$ cat src/rtl/core/cmap4_pkg.sv
// Shared constants and types for the cmap format 4 glyph lookup.
package cmap4_pkg;

    localparam int WORD_W          = 16;
    localparam int WADDR_W         = 10;
    localparam int SEG_W           = 15;
    localparam int LONG_W          = 18;
    localparam int TABLE_WORDS_DEF = 1024;

    localparam logic [WORD_W-1:0] FMT_EXPECTED = 16'd4;
    localparam int WORD_FMT      = 0;
    localparam int WORD_SEGX2    = 3;
    localparam int WORD_END_BASE = 7;
    localparam int PAD_WORDS     = 1;

    localparam int CMDQ_DEPTH = 4;
    localparam int RESQ_DEPTH = 2;

    localparam logic FUNC_WRITE  = 1'b0;
    localparam logic FUNC_LOOKUP = 1'b1;

    typedef struct packed {
        logic               lookup;
        logic               wr_ok;
        logic [WADDR_W-1:0] addr;
        logic [WORD_W-1:0]  data;
    } cmd_t;

    typedef struct packed {
        logic [WORD_W-1:0] glyph;
        logic              found;
    } res_t;

endpackage

$ cat src/rtl/core/cmap4_outq.sv
// Result queue between the engine and the output port.
module cmap4_outq (
    input  logic             clk,
    input  logic             rst_n,
    input  logic             res_push,
    input  cmap4_pkg::res_t  res,
    output logic             res_full,
    input  logic             pop,
    output logic             empty,
    output cmap4_pkg::res_t  head
);

    localparam int PW = $clog2(cmap4_pkg::RESQ_DEPTH);

    cmap4_pkg::res_t q_reg [cmap4_pkg::RESQ_DEPTH];
    logic [PW-1:0]   wr_ptr_reg;
    logic [PW-1:0]   rd_ptr_reg;
    logic [PW:0]     cnt_reg;
    logic            push_ok;
    logic            pop_ok;

    assign res_full = (cnt_reg == (PW+1)'(cmap4_pkg::RESQ_DEPTH));
    assign empty    = (cnt_reg == '0);
    assign head     = q_reg[rd_ptr_reg];
    assign push_ok  = res_push && !res_full;
    assign pop_ok   = pop && !empty;

    always_ff @(posedge clk)
    begin
        if (push_ok)
        begin
            q_reg[wr_ptr_reg] <= res;
        end
    end

    always_ff @(posedge clk or negedge rst_n)
    begin
        if (!rst_n)
        begin
            wr_ptr_reg <= '0;
            rd_ptr_reg <= '0;
            cnt_reg    <= '0;
        end
        else
        begin
            if (push_ok)
            begin
                wr_ptr_reg <= wr_ptr_reg + 1'b1;
            end
            if (pop_ok)
            begin
                rd_ptr_reg <= rd_ptr_reg + 1'b1;
            end
            if (push_ok && !pop_ok)
            begin
                cnt_reg <= cnt_reg + 1'b1;
            end
            else if (pop_ok && !push_ok)
            begin
                cnt_reg <= cnt_reg - 1'b1;
            end
        end
    end

endmodule

$ cat config.mk
export PLATFORM = sky130hd
export DESIGN_NAME = cmap4_outq
export DESIGN_NICKNAME = d
export VERILOG_FILES = /design/src/rtl/core/cmap4_pkg.sv /design/src/rtl/core/cmap4_outq.sv
export SDC_FILE = /design/constraint.sdc
export NUM_CORES = 1
export LEC_CHECK = 0
export BUFFER_PORTS_ARGS = -buffer_cell sky130_fd_sc_hd__buf_2
export CAP_MARGIN = 20
export CORE_MARGIN = 1
export CORE_UTILIZATION = 52
export CTS_BUF_LIST = sky130_fd_sc_hd__clkbuf_8
export DETAILED_ROUTE_END_ITERATION = 6
export GPL_TIMING_DRIVEN = 0
export PLACE_DENSITY = 0.78
export SLEW_MARGIN = 5
export SYNTH_ARGS = -nofsm -noshare
export SYNTH_HDL_FRONTEND = slang
export SYNTH_SLANG_ARGS = --single-unit
$ cat constraint.sdc
create_clock -name clk -period 2.4 [get_ports clk]
set_input_delay 0.48 -clock clk [delete_from_list [all_inputs] [get_ports clk]]
set_output_delay 0.48 -clock clk [all_outputs]
set_load 0.01 [all_outputs]
==> flow_summary.json <==
{
  "status": "finished clean",
  "max_freq_mhz": 538.0,
  "synth_area_sq_um": 1474,
  "clock_skew_ns": 0.002877,
  "ys_types": 15,
  "period_needed_ns": 1.859,
  "post_drt_wl_per_cell_um": 14.33,
  "ys_async_sr_fraction": 0.1053,
  "setup_viol": 0,
  "p_leak_nw": 0.7460,
  "gp_congestion": 0.6251,
  "grt_setup_unrepaired": "false",
  "cts.sinks": 38,
  "n_antenna_cell": 0,
  "nets": 141,
  "drc": 0,
  "insertion_delay_ns": 0.28,
  "hold_viol": 0,
  "grt_max_degree": 18,
  "clockBufferDepth": 2,
  "timing.hold.ws_ns": 0.3809,
  "drt-initial-drc-count": 11,
  "portBuffers": 39,
  "cts_tree": "built",
  "worstReg2RegStart": "cnt_reg[0]",
  "core_sq_um": 2567,
  "hold_path.class": "in -> reg",
  "clk_pin_slew_ns": 0.07,
  "antenna_left": 0,
  "cp_max_fo": 10,
  "grtUsageTotal": 0.1612,
  "post-route-period-util": 0.7744,
  "dp_hpwl_um": 1478,
  "p_per_area_nw_per_um2": 1200,
  "root_buffer": "clkbuf_8",
  "synth_edf_count": 34,
  "ys_ff_latch": 38,
  "hold_start": "res[5]",
  "grt_pass1_vias": 778,
  "nFillCells": 182,
  "ios": 40,
  "synthCells": 72,
  "tightest_slew_ns": 0.8439,
  "drive_gt1_frac": 0.5583,
  "fp.dieW_um": 55.24,
  "antenna_found_initial": 0,
  "ys.flop_type": "edfxtp_1",
  "grt_overflow_total": 0,
  "synth.avg_cell_area_sq_um": 20.47,
  "required_ns": 1.92,
  "ir_drop_v": 0.0009539,
  "wirelength_um": 2149,
  "rows": 18,
  "path_class": "reg -> out",
  "end_kind": "primary output",
  "ctsHtreeMaxLevel": 2,
  "fin_tns_setup_ns": 0,
  "grt_pass1_wl_um": 3601,
  "crit_start": "rd_ptr_reg",
  "fp.dieH_um": 55.24,
  "yosys_warnings": 0,
  "slew_viol_final": 0,
  "slew_headroom": 0.4368,
  "syn_nets": 94,
  "arrival_ns": 1.38,
  "largest_reg_flops": 34,
  "start_util": 0.5741,
  "via_count": 737,
  "area_growth_pct": 23.09,
  "dr.pass1.iters": 3,
  "vias_per_cell": 4.913,
  "critPathLaunchType": "flip-flop",
  "total_power_mw": 2.177,
  "cap_violations": 0,
  "numCtsBuffers": 5,
  "yosysSeqAreaShare": 0.7606,
  "die_area_sq_um": 3051
}
metrics by stage:
| step | instance area [sq um] | std cells | utilization | setup slack, ns |
|---|---|---|---|---|
| after floorplan | 1474 | 72 | - | 0.6236 |
| after global placement | 1707 | 141 | 0.6647 | 0.2403 |
| after detailed placement | 1709 | 141 | 0.6657 | 0.5975 |
| after CTS | 1814 | 150 | 0.7066 | 0.5262 |
| after global routing | 1814 | 150 | 0.7066 | 0.4722 |
| final | 1814 | 150 | 0.7066 | 0.5414 |
cells in the final DEF (no fill, tap or decap):
cell and count:
nand2_1 1, xor2_1 2, clkinvlp_4 1, edfxtp_1 34, nor2_2 1, nor2_1 2
mux2_4 9, mux2_2 8, buf_12 1, dfrtp_1 4, o21ai_1 1, ha_1 1
clkbuf_8 6, nand2b_1 1, inv_1 2, xnor2_1 3, dlygate4sd3_1 1, clkinv_2 1
buf_2 39, buf_6 1, and3_1 1
worst max-delay path, cell delays in order, from the launching register on:
cell     delay (ns)
dfrtp_1        0.37
buf_6          0.14
buf_12         0.15
mux2_4         0.29
buf_2          0.14
worst paths after layout:
check / end / slack (ns) / cells past startpoint
worst min register to register: wr_ptr_reg / 0.52 / 1
worst max-delay path: head[15] / 0.54 / 4
max in group asynchronous: wr_ptr_reg / 1.75 / 2
min in group asynchronous: cnt_reg[0] / 0.53 / 2
worst max register to register: q_reg[0][7] / 0.64 / 3
worst min-delay path: q_reg[0][5] / 0.38 / 1
Yosys cell counts (2+ instances only):
library cell | count | share of area
xnor2_1 | 3 | 0.018
mux2_4 | 9 | 0.092
edfxtp_1 | 34 | 0.69
dfrtp_1 | 4 | 0.068
mux2_2 | 8 | 0.061
xor2_1 | 2 | 0.012
inv_1 | 2 | 0.0051
nor2_1 | 3 | 0.0076
cell type report:
cell class | instances | area [sq um] | share of cell area
Clock buffer | 6 | 82.58 | 0.04552
Sequential cell | 38 | 1121 | 0.6179
Buffer | 2 | 31.28 | 0.01724
Tap cell | 30 | 37.54 | 0.02069
Inverter | 2 | 7.507 | 0.004138
Multi-Input combinational cell | 30 | 316.6 | 0.1745
Timing Repair Buffer | 40 | 205.2 | 0.1131
Clock inverter | 2 | 12.51 | 0.006897
cell families (layout without fill, tap and decap cells):
kind of cell	count (synthesis)	in the layout	synth area share
XOR/XNOR	5	5	0.02972
buffers and inverters	4	52	0.02632
AO/OA/AOI/OAI	1	1	0.003392
adder cells (fa/ha/maj)	1	1	0.008488
AND/OR/NAND/NOR	6	6	0.01868
multiplexers	17	17	0.1528
flip-flops	38	38	0.7606
repair_timing:
| item | CTS | global route |
|---|---|---|
| hold buffers | 1 | 0 |
| setup buffers | 0 | 0 |
| resized for setup | 0 | 0 |
| endpoints found under the hold margin | 4 | 0 |
routing by layer:
layer,track usage,part of all wire,wire length [um],up-vias
li1,-,-,-,360
met1,0.1689,0.39,830,353
met2,0.2719,0.54,1151,20
met3,0.07728,0.062,134,4
met4,0.07500,0.015,33,0
met5,0,0,0,-
report_power, final:
part	leakage (nW)	switching, mW	internal [mW]	total (mW)
Combinational	0.336	0.361	0.395	0.756
Clock	0.0472	0.211	0.230	0.441
Sequential	0.362	0.0639	0.917	0.981
Total	0.746	0.635	1.54	2.18
No activity file was read; power rests on OpenSTA's default activity.
